[config.mk]
export PLATFORM = sky130hd
export DESIGN_NAME = opcode_varint_literal_encoder
export DESIGN_NICKNAME = d
export VERILOG_FILES = /design/src/sv/ovle_pkg.sv /design/src/sv/ovle_encode.sv /design/src/sv/opcode_varint_literal_encoder.sv
export SDC_FILE = /design/constraint.sdc
export NUM_CORES = 1
export LEC_CHECK = 0
export BUFFER_PORTS_ARGS = -buffer_cell sky130_fd_sc_hd__buf_2
export CELL_PAD_IN_SITES_DETAIL_PLACEMENT = 0
export CELL_PAD_IN_SITES_GLOBAL_PLACEMENT = 1
export CORE_AREA = 5 5 89 173
export DETAILED_ROUTE_END_ITERATION = 8
export DIE_AREA = 0 0 94 178
export PLACE_DENSITY_LB_ADDON = 0.1
export SLEW_MARGIN = 20
export SYNTH_ARGS = -nofsm -noshare
export SYNTH_HDL_FRONTEND = slang
export SYNTH_HIERARCHICAL = 1
export SYNTH_SLANG_ARGS = --single-unit
[constraint.sdc]
create_clock -name clk -period 6.09 [get_ports clk]
set_input_delay 0.3045 -clock clk [delete_from_list [all_inputs] [get_ports clk]]
set_output_delay 0.3045 -clock clk [all_outputs]
set_load 0.05 [all_outputs]
[src/sv/ovle_pkg.sv]
package ovle_pkg;

  localparam int unsigned LIT_W    = 56;
  localparam int unsigned BODY_W   = 64;
  localparam int unsigned HDR_W    = 8;
  localparam int unsigned LEN_W    = 4;
  localparam int unsigned OPCODE_W = 3;
  localparam int unsigned IMM_W    = 2;
  localparam int unsigned CLASS_W  = 2;
  localparam int unsigned NBYTES   = BODY_W / 8;
  localparam int unsigned DIGIT_W  = 7;

  // Command codes.
  localparam logic CMD_FORM28 = 1'b0;
  localparam logic CMD_FORM56 = 1'b1;

  // Length class codes carried in header bits 3 to 4.
  localparam logic [CLASS_W-1:0] CLS_0 = 2'd0;
  localparam logic [CLASS_W-1:0] CLS_1 = 2'd1;
  localparam logic [CLASS_W-1:0] CLS_2 = 2'd2;
  localparam logic [CLASS_W-1:0] CLS_3 = 2'd3;

  typedef struct packed {
    logic [HDR_W-1:0]  header;
    logic [BODY_W-1:0] body;
    logic [LEN_W-1:0]  length;
    logic              range_error;
  } result_t;

endpackage

[src/sv/ovle_encode.sv]
module ovle_encode (
  input  logic                            command,
  input  logic [ovle_pkg::OPCODE_W-1:0]   opcode,
  input  logic [ovle_pkg::IMM_W-1:0]      small_imm,
  input  logic [ovle_pkg::LIT_W-1:0]      literal,
  output ovle_pkg::result_t               res
);

  logic [ovle_pkg::BODY_W-1:0]  spread;
  logic [ovle_pkg::BODY_W-1:0]  mask;
  logic [ovle_pkg::CLASS_W-1:0] cls;
  logic [ovle_pkg::LEN_W-1:0]   nbody;
  logic                         err;
  logic                         lit_zero;
  logic                         lt_2p7;
  logic                         lt_2p13;
  logic                         lt_2p14;
  logic                         lt_2p28;

  // Each body byte holds seven literal bits under a set marker bit.
  always_comb begin
    for (int i = 0; i < ovle_pkg::NBYTES; i++) begin
      spread[8*i +: 8] = {1'b1, literal[ovle_pkg::DIGIT_W*i +: ovle_pkg::DIGIT_W]};
    end
  end

  assign lit_zero = (literal == '0);
  assign lt_2p7   = (literal[ovle_pkg::LIT_W-1:7] == '0);
  assign lt_2p13  = (literal[ovle_pkg::LIT_W-1:13] == '0);
  assign lt_2p14  = (literal[ovle_pkg::LIT_W-1:14] == '0);
  assign lt_2p28  = (literal[ovle_pkg::LIT_W-1:28] == '0);

  always_comb begin
    err = 1'b0;
    case (command)
      ovle_pkg::CMD_FORM28: begin
        err = !lt_2p28;
        if (lit_zero) begin
          cls = ovle_pkg::CLS_0; nbody = 4'd0;
        end else if (lt_2p7) begin
          cls = ovle_pkg::CLS_1; nbody = 4'd1;
        end else if (lt_2p13) begin
          cls = ovle_pkg::CLS_2; nbody = 4'd2;
        end else begin
          cls = ovle_pkg::CLS_3; nbody = 4'd4;
        end
      end
      ovle_pkg::CMD_FORM56: begin
        if (lt_2p7) begin
          cls = ovle_pkg::CLS_0; nbody = 4'd1;
        end else if (lt_2p14) begin
          cls = ovle_pkg::CLS_1; nbody = 4'd2;
        end else if (lt_2p28) begin
          cls = ovle_pkg::CLS_2; nbody = 4'd4;
        end else begin
          cls = ovle_pkg::CLS_3; nbody = 4'd8;
        end
      end
      default: begin
        cls = ovle_pkg::CLS_0; nbody = 4'd0;
      end
    endcase
  end

  always_comb begin
    for (int i = 0; i < ovle_pkg::NBYTES; i++) begin
      mask[8*i +: 8] = {8{ovle_pkg::LEN_W'(i) < nbody}};
    end
  end

  always_comb begin
    if (err) begin
      res.header      = '0;
      res.body        = '0;
      res.length      = '0;
      res.range_error = 1'b1;
    end else begin
      res.header      = {1'b0, small_imm, cls, opcode};
      res.body        = spread & mask;
      res.length      = nbody + 4'd1;
      res.range_error = 1'b0;
    end
  end

endmodule

[src/sv/opcode_varint_literal_encoder.sv]
// Opcode and varint literal encoder.
//
// An item enters on the command channel: command, opcode, small_imm and
// literal are taken at a rising clock edge where start is high and busy is
// low. The block packs them into one header byte and up to eight radix-128
// body bytes, each body byte carrying seven literal bits with its top bit set.
// Command 0 selects the 28-bit form, command 1 the 56-bit form. A literal too
// wide for the 28-bit form gives range_error with all other fields zero.
//
// The result shows on header, body, length and range_error for exactly one
// cycle, marked by done, after the item has passed the input register and
// the result register. There is one input register and one result register
// with a single pass of compare and bit-scatter logic between them, so an
// item can be taken every cycle and a result leaves every cycle. The
// receiver cannot stall the block; busy is high only while reset is applied.
//
// Reset (rst, synchronous) drops any items in flight: done stays low until
// a new item has passed both registers.
module opcode_varint_literal_encoder (
  input  logic                          clk,
  input  logic                          rst,
  input  logic                          start,
  output logic                          busy,
  input  logic                          command,
  input  logic [ovle_pkg::OPCODE_W-1:0] opcode,
  input  logic [ovle_pkg::IMM_W-1:0]    small_imm,
  input  logic [ovle_pkg::LIT_W-1:0]    literal,
  output logic                          done,
  output logic [ovle_pkg::HDR_W-1:0]    header,
  output logic [ovle_pkg::BODY_W-1:0]   body,
  output logic [ovle_pkg::LEN_W-1:0]    length,
  output logic                          range_error
);

  // Input register stage.
  logic                          in_valid;
  logic                          in_command;
  logic [ovle_pkg::OPCODE_W-1:0] in_opcode;
  logic [ovle_pkg::IMM_W-1:0]    in_imm;
  logic [ovle_pkg::LIT_W-1:0]    in_literal;

  // Result register stage.
  ovle_pkg::result_t result;
  ovle_pkg::result_t result_next;

  logic accept;

  // The block never holds off items except while reset is applied.
  assign busy   = rst;
  assign accept = start && !busy;

  always_ff @(posedge clk) begin
    if (rst) begin
      in_valid <= 1'b0;
      done     <= 1'b0;
    end else begin
      in_valid <= accept;
      done     <= in_valid;
    end
  end

  always_ff @(posedge clk) begin
    if (accept) begin
      in_command <= command;
      in_opcode  <= opcode;
      in_imm     <= small_imm;
      in_literal <= literal;
    end
  end

  ovle_encode u_encode (
    .command   (in_command),
    .opcode    (in_opcode),
    .small_imm (in_imm),
    .literal   (in_literal),
    .res       (result_next)
  );

  always_ff @(posedge clk) begin
    if (in_valid) begin
      result <= result_next;
    end
  end

  assign header      = result.header;
  assign body        = result.body;
  assign length      = result.length;
  assign range_error = result.range_error;

endmodule

==> impl_metrics.sql, run 1 <==
INSERT INTO impl_metrics (metric_group, metric, value, unit) VALUES
('run_status', 'run_status', 'completed', ''),
('synthesis', 'ys.warnings.count', '6', ''),
('synthesis', 'post_synth_instance_area', '5170', 'um2'),
('sta', 'worstMarginPinSlew', '1060', 'ps'),
('sta', 'rsz0062_at_grt', 'no', ''),
('critical_path', 'worst_setup_path_startpoint', 'in_literal[33]', ''),
('place', 'globalplace.congestion', '0.747', ''),
('floorplanning', 'die_area', '16700', 'um2'),
('synthesis', 'synth_commonest_cells', 'sky130_fd_sc_hd__edfxtp_1 (139), sky130_fd_sc_hd__nor2b_1 (50), sky130_fd_sc_hd__and2_1 (11)', ''),
('sta', 'maxSlewViolCount', '0', ''),
('clock_network', 'clock-sinks', '141', ''),
('hold_path', 'timing.hold.worst.class', 'primary input to register', ''),
('critical_path', 'critical_path.max_fanout', '8', ''),
('run', 'cap_violations', '0', ''),
('sta', 'fmaxAchievable', '0.377', 'GHz'),
('routing', 'drt_first_iter_violations', '114', ''),
('critical_path', 'worstSetupPathType', 'register to register', ''),
('routing', 'routed_wire_length_per_instance', '16.6', 'um'),
('synthesis', 'synth_xor_area_frac', '0', ''),
('sta', 'report.final.setup_viol', '0', ''),
('clock_network', 'buffers_inserted_during_post_cts_setup_optimization', '0', ''),
('floorplanning', 'boundaryPins', '144', ''),
('global_route', 'grt_pass1_wl', '16100', 'um'),
('pwr', 'vdd.ir_drop.worst', '179', 'uV'),
('sta', 'final.setup.worst_slack', '3430', 'ps'),
('synthesis', 'postSynth.topFlopCell', 'sky130_fd_sc_hd__edfxtp_1', ''),
('cells_and_area', 'final_net_count', '504', ''),
('critical_path', 'rr_endpoint', 'body[6]', ''),
('cells_and_area', 'layout_cells_sized_above_1', '0.430', ''),
('global_route', 'grt_antenna_before_repair', '1', ''),
('pwr', 'power_leakage', '2.45', 'nW'),
('synthesis', 'synth_top_area_frac', '0.807', ''),
('synthesis', 'synth_compound_area_frac', '0.0283', ''),
('synthesis', 'synthMostInstantiatedCell', 'sky130_fd_sc_hd__edfxtp_1', ''),
('clock_network', 'cts.repair.resized', '0', ''),
('sta', 'post-route-min-period', '2660', 'ps'),
('sta', 'final_hold_viol_count', '0', ''),
('critical_path', 'regToRegStartpoint', 'in_literal[33]', ''),
('sta', 'slew-limit-headroom', '0.295', ''),
('floorplanning', 'floorplan_core_area', '13900', 'um2'),
('routing', 'final_antenna_net_count', '0', ''),
('routing', 'drc_errors', '0', ''),
('critical_path', 'rrSetupSlack', '3430', 'ps'),
('clock_network', 'tritoncts.num_buffers', '17', ''),
('synthesis', 'synth_simple_gate_area_share', '0.135', ''),
('critical_path', 'endpoint', 'body[6]', ''),
('routing', 'detail_route.wirelength', '10600', 'um'),
('synthesis', 'postSynth.asyncResetShare', '0', ''),
('floorplanning', 'die_height', '178', 'um'),
('routing', 'firstDrtPassIters', '4', ''),
('routing', 'vias', '2808', ''),
('floorplanning', 'rows', '61', ''),
('global_route', 'grt_pass1_vias', '3007', ''),
('synthesis', 'synth-edff-count', '139', ''),
('synthesis', 'synth.avg_cell_area', '18.3', 'um2'),
('critical_path', 'worst_ep_arrival_time', '2910', 'ps'),
('global_route', 'grt_max_degree', '79', ''),
('place', 'port-buffer-count', '143', ''),
('critical_path', 'worst_setup_path_start_kind', 'register', ''),
('synthesis', 'postSynthNetCount', '349', ''),
('synthesis', 'post_synth_num_cell_types', '41', ''),
('global_route', 'global_route.overflow_total', '0', ''),
('sta', 'finalCritPeriodShare', '0.436', ''),
('critical_path', 'worst-r2r-cell-count', '8', ''),
('clock_network', 'cts.reportedPaths.clkPinSlew', '60', 'ps'),
('clock_network', 'maximum_buffer_depth_of_the_clock_tree', '2', ''),
('synthesis', 'synth_adder_area_share', '0.00484', ''),
('synthesis', 'synth_area_leader_cell', 'sky130_fd_sc_hd__edfxtp_1', ''),
('routing', 'viasPerCell', '4.39', ''),
('clock_network', 'cts_max_level', '4', ''),
('synthesis', 'synth.area.mux_share', '0.00194', '');
## registers in the layout (all words and copies together) (netlist names)
register and flops:
in_imm 2, length 4, body 64, in_literal 56, header 8, done 1
in_command 1, range_error 1, in_opcode 3, in_valid 1
## how the worst min path moves through the flow
stage	start	to	slack, ps	cells past startpoint
floorplan	rst	done	380	1
global placement	small_imm[1]	in_imm[1]	480	1
detailed placement	literal[25]	in_literal[25]	480	1
CTS	literal[15]	in_literal[15]	50	1
global route	literal[44]	in_literal[44]	50	1
finish	literal[31]	in_literal[31]	70	1
## area by class of cell
type	count	area, um2
fillers	1240	7170
flip-flops and latches	141	4220
multi-input cells	127	893
repair buffers	145	731
clock buffers	18	429
well taps	189	236
clock inverters	13	190
inverters	5	18.8
diodes	1	2.50
## kinds of logic (layout without fill, tap and decap cells)
kind of cell             after synthesis  in the layout
AND/OR/NAND/NOR                      106            106
multiplexers                           1              1
flip-flops                           141            141
buffers and inverters                 14            181
adder cells (fa/ha/maj)                2              2
other                                  1              2
AO/OA/AOI/OAI                         17             17
## per-stage QoR
| stage | hold slack, ps | instance area [um2] | instances |
|---|---|---|---|
| 2_1_floorplan | 376 | 5170 | 282 |
| 4_1_cts | 48.7 | 6720 | 638 |
| 5_1_grt | 46.4 | 6720 | 639 |
| 6_report | 70.6 | 6720 | 639 |
| 3_5_place_dp | 483 | 6100 | 607 |
| 3_3_place_gp | 482 | 6100 | 607 |
## cell usage in the layout (no fill, tap or decap), types with 4 or more instances in the layout
| master | n |
|---|---|
| sky130_fd_sc_hd__nor2b_1 | 49 |
| sky130_fd_sc_hd__nor2_1 | 9 |
| sky130_fd_sc_hd__inv_1 | 5 |
| sky130_fd_sc_hd__nor4_1 | 8 |
| sky130_fd_sc_hd__buf_2 | 143 |
| sky130_fd_sc_hd__bufinv_16 | 4 |
| sky130_fd_sc_hd__edfxtp_1 | 139 |
| sky130_fd_sc_hd__and3_1 | 5 |
| sky130_fd_sc_hd__and2_1 | 11 |
| sky130_fd_sc_hd__nand2_1 | 4 |
| sky130_fd_sc_hd__clkbuf_16 | 17 |
## routing by layer
layer / share of wire / up-vias / GRT usage / wire (um)
met5: 0 / - / 0 / 0
met4: 0.018 / 0 / 0.0579 / 189
met3: 0.051 / 11 / 0.0359 / 544
met2: 0.56 / 86 / 0.244 / 5950
met1: 0.37 / 1335 / 0.136 / 3920
li1: - / 1376 / - / -
## where the power goes
part / leakage, nW / total, W / internal, W / switching (W)
logic: 0.874 / 0.000232 / 0.0000571 / 0.000175
registers: 1.28 / 0.00118 / 0.00114 / 0.0000365
clock network: 0.301 / 0.00108 / 0.000688 / 0.000391
total: 2.45 / 0.00249 / 0.00189 / 0.000602
## critical path, cell delays in order, from the launching register on
cell                       delay, ps
sky130_fd_sc_hd__edfxtp_1        380
sky130_fd_sc_hd__nor4_1          500
sky130_fd_sc_hd__nand3_1         280
sky130_fd_sc_hd__nor3_1          380
sky130_fd_sc_hd__o211ai_1        170
sky130_fd_sc_hd__o21a_1          170
sky130_fd_sc_hd__ha_1            220
sky130_fd_sc_hd__a31o_2          270
sky130_fd_sc_hd__nor2b_1         130
No activity file was read; power rests on OpenSTA's default activity.
==> run 2: changes to the inputs <==
- clock period: 6.09 -> 2.3 ns (I/O delays scaled with it)
==> impl_metrics.sql, run 2 (synthesized netlist as in run 1, its figures left out) <==
INSERT INTO impl_metrics (metric_group, metric, value, unit) VALUES
('cells_and_area', 'final_area', '7730', 'um2'),
('clock_network', 'clock-sinks', '141', ''),
('critical_path', 'worst_ep_arrival_time', '2610', 'ps'),
('global_route', 'globalRouteTotalUtil', '0.141', ''),
('cells_and_area', 'area_delta_synth_final', '49.5', '%'),
('run', 'cap_violations', '0', ''),
('critical_path', 'critical_path.slowest_cell', 'sky130_fd_sc_hd__edfxtp_1', ''),
('global_route', 'grt_pass1_vias', '3465', ''),
('routing', 'drc_errors', '0', ''),
('global_route', 'grt_pass1_wl', '17400', 'um'),
('place', 'port-buffer-count', '143', ''),
('critical_path', 'rrSetupSlack', '-60', 'ps'),
('pwr', 'vdd.ir_drop.worst', '535', 'uV'),
('sta', 'timing.setup.tns', '-305', 'ps'),
('floorplanning', 'rows', '61', ''),
('sta', 'post-route-min-period', '2360', 'ps'),
('sta', 'final_hold_viol_count', '0', ''),
('routing', 'vias', '3223', ''),
('critical_path', 'worst_setup_path_start_kind', 'register', ''),
('critical_path', 'crit_buf_inv', '0', ''),
('global_route', 'grt_max_degree', '63', ''),
('cells_and_area', 'antenna_cells', '0', ''),
('clock_network', 'tritoncts.num_buffers', '17', ''),
('critical_path', 'regToRegStartpoint', 'in_literal[44]', ''),
('sta', 'report.final.setup_viol', '7', ''),
('floorplanning', 'floorplan_core_area', '13900', 'um2'),
('clock_network', 'maximum_buffer_depth_of_the_clock_tree', '2', ''),
('critical_path', 'worstSetupEndpointType', 'register', ''),
('sta', 'maxSlewViolCount', '0', ''),
('clock_network', 'clock_latency_on_the_worst_skew_pair', '410', 'ps'),
('cells_and_area', 'final_net_count', '597', ''),
('critical_path', 'cp_cell_sequence', 'nor4_4, and4_4, nand4_4, a21o_1, o21a_1, ha_4, a31o_4, nor2b_1', ''),
('clock_network', 'cts_max_level', '4', ''),
('sta', 'fmaxAchievable', '0.424', 'GHz'),
('floorplanning', 'die_area', '16700', 'um2'),
('cells_and_area', 'layout_commonest_cell', 'sky130_fd_sc_hd__buf_2', ''),
('sta', 'final.setup.worst_slack', '-56.1', 'ps'),
('routing', 'firstDrtPassIters', '4', ''),
('critical_path', 'critical_path.max_fanout', '8', ''),
('pwr', 'cellPowerDensity', '883', 'nW/um2'),
('clock_network', 'cts_tree', 'yes', ''),
('routing', 'routed_wire_length_per_instance', '15.7', 'um'),
('run_status', 'run_status', 'finished with violations', ''),
('floorplanning', 'die_height', '178', 'um'),
('clock_network', 'clk_root_buffer_cell', 'sky130_fd_sc_hd__clkbuf_16', ''),
('critical_path', 'path_depth', '8', ''),
('place', 'dpl-instance-area', '6320', 'um2'),
('critical_path', 'crit_family', 'simple AND/OR/NAND/NOR gates', ''),
('global_route', 'global_route.overflow_total', '0', ''),
('routing', 'final_antenna_net_count', '0', ''),
('routing', 'detail_route.wirelength', '11500', 'um'),
('floorplanning', 'boundaryPins', '144', ''),
('place', 'globalplace.congestion', '0.714', ''),
('critical_path', 'worstSetupPathType', 'register to register', ''),
('routing', 'drt_first_iter_violations', '90', ''),
('routing', 'viasPerCell', '4.40', ''),
('pwr', 'power_leakage', '2.90', 'nW'),
('critical_path', 'endpoint', 'body[6]', ''),
('critical_path', 'cp_data_required_time', '2560', 'ps'),
('sta', 'fin_hold_ws', '348', 'ps'),
('cells_and_area', 'layout_cells_sized_above_1', '0.422', ''),
('critical_path', 'worst_setup_path_startpoint', 'in_literal[44]', ''),
('sta', 'finClkSkew', '12.2', 'ps'),
('critical_path', 'rr_endpoint', 'body[6]', ''),
('run_status', 'failed_checks', 'negative setup slack', ''),
('sta', 'finalCritPeriodShare', '1.02', ''),
('cells_and_area', 'most-common-layout-cells', 'sky130_fd_sc_hd__buf_2 (143), sky130_fd_sc_hd__edfxtp_1 (139), sky130_fd_sc_hd__dlygate4sd3_1 (64)', ''),
('place', 'dp_hpwl', '7830', 'um'),
('floorplanning', 'die_w', '94', 'um'),
('hold_path', 'worst_hold_path.num_cells', '3', ''),
('floorplanning', 'floorplan.initialDensity', '0.372', ''),
('critical_path', 'cpPeakStageDelay', '430', 'ps'),
('clock_network', 'cts.reportedPaths.clkPinSlew', '60', 'ps'),
('global_route', 'grt_antenna_before_repair', '0', ''),
('sta', 'rsz0062_at_grt', 'yes', ''),
('cells_and_area', 'final_util', '0.557', ''),
('hold_path', 'timing.hold.worst.class', 'primary input to register', ''),
('cells_and_area', 'flip_flop_count_of_the_largest_register_all_copies_and_words_added', '64', ''),
('critical_path', 'worst-r2r-cell-count', '8', '');
-- run 2: changes by cell type in the layout (fill, tap and decap cells not counted), moves of 2 or more --
cell / previous run / this run
sky130_fd_sc_hd__nor4_1: 8 / 5
sky130_fd_sc_hd__buf_12: 0 / 2
sky130_fd_sc_hd__and4_2: 2 / 0
sky130_fd_sc_hd__buf_4: 2 / 28
sky130_fd_sc_hd__and4_4: 0 / 2
sky130_fd_sc_hd__ha_4: 0 / 2
sky130_fd_sc_hd__clkinv_4: 3 / 1
sky130_fd_sc_hd__dlygate4sd3_1: 0 / 64
sky130_fd_sc_hd__ha_1: 2 / 0
sky130_fd_sc_hd__nor4_2: 3 / 5
-- run 2: worst min-delay path by stage --
stage,from,end,slack [ps]
after floorplan,rst,in_valid,180
after global placement,literal[25],in_literal[25],290
after detailed placement,literal[53],in_literal[53],290
after CTS,start,in_literal[17],340
after global routing,start,in_literal[16],350
final,start,in_literal[17],350
-- run 2: layer usage --
layer	part of all wire	GRT usage	vias to the layer above
li1	-	-	1568
met1	0.36	0.142	1553
met2	0.57	0.264	90
met3	0.052	0.0401	12
met4	0.018	0.0549	0
met5	0	0	-
-- run 2: layout make-up --
type	instances	area [um2]
Inverter	5	18.8
Clock inverter	13	210
Sequential cell	141	4220
Fill cell	1183	6160
Multi-Input combinational cell	127	998
Tap cell	189	236
Timing Repair Buffer	238	1620
Clock buffer	19	433
-- run 2: metrics by stage --
stage                     setup WS (ps)  instances  total power (W)
final                             -56.1        732          0.00682
after global routing               -175        732          0.00707
after CTS                         -51.5        729          0.00690
after detailed placement           -178        633          0.00382
after global placement             -169        633          0.00382
after floorplan                     100        282          0.00361
-- run 2: report_power, final --
| group | total (W) | leakage, nW | switching, W | internal, W |
|---|---|---|---|---|
| combinational | 0.000756 | 1.31 | 0.000512 | 0.000244 |
| sequential | 0.00310 | 1.28 | 0.0000758 | 0.00303 |
| clock | 0.00297 | 0.310 | 0.00103 | 0.00194 |
| total | 0.00682 | 2.90 | 0.00162 | 0.00521 |
-- run 2: what timing repair did --
action / in CTS / in global routing
hold endpoints to repair: 64 / 0
gates resized for setup: 8 / 9
setup buffers: 0 / 3
hold buffers: 64 / 0
setup endpoints to repair: 13 / 13
pin swaps: 5 / 9
-- run 2: worst reg2reg max path: cells and delay by family, from the launching register on --
| family | cells | cell delay, ps |
|---|---|---|
| compound gates | 3 | 650 |
| fa+ha+maj | 1 | 170 |
| flops | 1 | 430 |
| simple gates | 4 | 960 |
==> run 3: changes to the inputs <==
- clock period: 2.3 -> 2.5 ns (I/O delays scaled with it)
==> impl_metrics.sql, run 3 (synthesized netlist as in run 1, its figures left out) <==
INSERT INTO impl_metrics (metric_group, metric, value, unit) VALUES
('run_status', 'run_status', 'completed', ''),
('hold_path', 'hold_path.startpoint', 'start', ''),
('critical_path', 'crit_family', 'simple AND/OR/NAND/NOR gates', ''),
('clock_network', 'cts.reportedPaths.clkPinSlew', '60', 'ps'),
('clock_network', 'maximum_buffer_depth_of_the_clock_tree', '2', ''),
('sta', 'finalCritPeriodShare', '0.958', ''),
('critical_path', 'cpPeakStageDelay', '420', 'ps'),
('global_route', 'grt_antenna_before_repair', '0', ''),
('routing', 'drt_first_iter_violations', '101', ''),
('floorplanning', 'floorplan_core_area', '13900', 'um2'),
('sta', 'rsz0062_at_grt', 'no', ''),
('pwr', 'swShare', '0.242', ''),
('floorplanning', 'floorplan.initialDensity', '0.372', ''),
('clock_network', 'cts_tree', 'yes', ''),
('cells_and_area', 'final-instance-count-excl-fill', '722', ''),
('routing', 'drc_errors', '0', ''),
('global_route', 'globalRouteTotalUtil', '0.143', ''),
('sta', 'final_hold_viol_count', '0', ''),
('sta', 'report.final.setup_viol', '0', ''),
('cells_and_area', 'most-common-layout-cells', 'sky130_fd_sc_hd__buf_2 (143), sky130_fd_sc_hd__edfxtp_1 (139), sky130_fd_sc_hd__dlygate4sd3_1 (64)', ''),
('routing', 'viasPerCell', '4.41', ''),
('clock_network', 'cts_max_level', '4', ''),
('pwr', 'internal_power', '0.00468', 'W'),
('place', 'globalplace.congestion', '0.746', ''),
('cells_and_area', 'flip_flop_count_of_the_largest_register_all_copies_and_words_added', '64', ''),
('global_route', 'global_route.overflow_total', '0', ''),
('cells_and_area', 'final_net_count', '588', ''),
('critical_path', 'cp_cell_sequence', 'nor4_4, and4_2, nand4_4, a21o_1, o21a_1, ha_2, a31o_4, nor2b_1', ''),
('critical_path', 'worstSetupEndpointType', 'register', ''),
('cells_and_area', 'layout_cells_sized_above_1', '0.415', ''),
('place', 'dp_hpwl', '7940', 'um'),
('critical_path', 'crit_buf_inv', '0', ''),
('clock_network', 'clock-sinks', '141', ''),
('sta', 'timing.setup.tns', '0', 'ps'),
('global_route', 'grt_max_degree', '78', ''),
('critical_path', 'worst_setup_path_startpoint', 'in_literal[37]', ''),
('floorplanning', 'die_w', '94', 'um'),
('place', 'numPlacedInstances', '627', ''),
('global_route', 'grt_pass1_wl', '17600', 'um'),
('sta', 'finClkSkew', '10.8', 'ps'),
('global_route', 'grt_pass1_vias', '3426', ''),
('routing', 'routed_wire_length_per_instance', '16.1', 'um'),
('routing', 'final_antenna_net_count', '0', ''),
('pwr', 'sum_of_internal_switching_and_leakage_power', '0.00617', 'W'),
('clock_network', 'clk_root_buffer_cell', 'sky130_fd_sc_hd__clkbuf_16', ''),
('sta', 'post-route-min-period', '2390', 'ps'),
('cells_and_area', 'antenna_cells', '0', ''),
('pwr', 'power.combinational.fraction', '0.113', ''),
('critical_path', 'worstSetupPathType', 'register to register', ''),
('cells_and_area', 'area_delta_synth_final', '46.8', '%'),
('critical_path', 'worst_setup_path_start_kind', 'register', ''),
('run', 'cap_violations', '0', ''),
('clock_network', 'tritoncts.num_buffers', '17', ''),
('critical_path', 'cp_data_required_time', '2760', 'ps'),
('critical_path', 'worst_ep_arrival_time', '2650', 'ps'),
('pwr', 'cellPowerDensity', '813', 'nW/um2'),
('pwr', 'vdd.ir_drop.worst', '438', 'uV'),
('clock_network', 'clock_latency_on_the_worst_skew_pair', '410', 'ps'),
('pwr', 'pwr-share-seq', '0.462', ''),
('routing', 'firstDrtPassIters', '4', ''),
('place', 'port-buffer-count', '143', ''),
('sta', 'fmaxAchievable', '0.418', 'GHz'),
('floorplanning', 'die_area', '16700', 'um2'),
('floorplanning', 'rows', '61', ''),
('floorplanning', 'die_height', '178', 'um'),
('cells_and_area', 'layout_commonest_cell', 'sky130_fd_sc_hd__buf_2', ''),
('hold_path', 'timing.hold.worst.class', 'primary input to register', ''),
('pwr', 'total_switching_power', '0.00149', 'W'),
('floorplanning', 'boundaryPins', '144', ''),
('pwr', 'power_leakage', '2.84', 'nW'),
('critical_path', 'critical_path.slowest_cell', 'sky130_fd_sc_hd__edfxtp_1', ''),
('critical_path', 'regToRegStartpoint', 'in_literal[37]', ''),
('critical_path', 'critical_path.max_fanout', '8', ''),
('pwr', 'pwr-share-clk', '0.425', ''),
('routing', 'vias', '3185', ''),
('sta', 'fin_hold_ws', '200', 'ps'),
('sta', 'maxSlewViolCount', '0', ''),
('routing', 'detail_route.wirelength', '11600', 'um');
run 3: timing repair:
action | CTS | global route
setup buffers | 0 | 0
pin swaps | 0 | 3
gates resized for setup | 4 | 8
setup endpoints to repair | 9 | 13
hold buffers | 64 | 0
hold endpoints to repair | 64 | 0
run 3: metal layers:
| metal | part of all wire | up-vias | global-route usage |
|---|---|---|---|
| met5 | 0 | - | 0 |
| met4 | 0.022 | 0 | 0.0579 |
| met3 | 0.048 | 16 | 0.0380 |
| met2 | 0.57 | 87 | 0.271 |
| met1 | 0.36 | 1539 | 0.144 |
| li1 | - | 1543 | - |
run 3: worst paths after layout:
check             depth (start not counted)  slack [ps]              to
hold reg to reg                           1         500            done
setup / recovery                          8         110         body[1]
setup reg to reg                          8         110         body[1]
hold / removal                            2         200  in_literal[18]
run 3: power by group through the flow:
| stage | Clock, W | Combinational, W | Sequential, W |
|---|---|---|---|
| after floorplan | 0 | 0.000103 | 0.00322 |
| after global placement | 0 | 0.000619 | 0.00289 |
| after detailed placement | 0 | 0.000626 | 0.00289 |
| after CTS | 0.00268 | 0.000707 | 0.00285 |
| after global routing | 0.00279 | 0.000736 | 0.00287 |
| final | 0.00262 | 0.000699 | 0.00285 |
run 3: per-stage QoR:
stage          setup slack (ps)  utilization  area, um2
5_1_grt                    1.54        0.547       7590
4_1_cts                    6.03        0.544       7550
3_3_place_gp              -54.8        0.451       6270
6_report                    105        0.547       7590
2_1_floorplan              92.9            -       5170
3_5_place_dp              -83.3        0.451       6270
run 3: cell type report:
class                      instances  area, um2
clock buffer                      18        429
clock inverter                    13        189
fill                            1196       6300
inverter                           5       18.8
multi-input combinational        127        968
sequential                       141       4220
tap                              189        236
timing repair buffer             229       1530
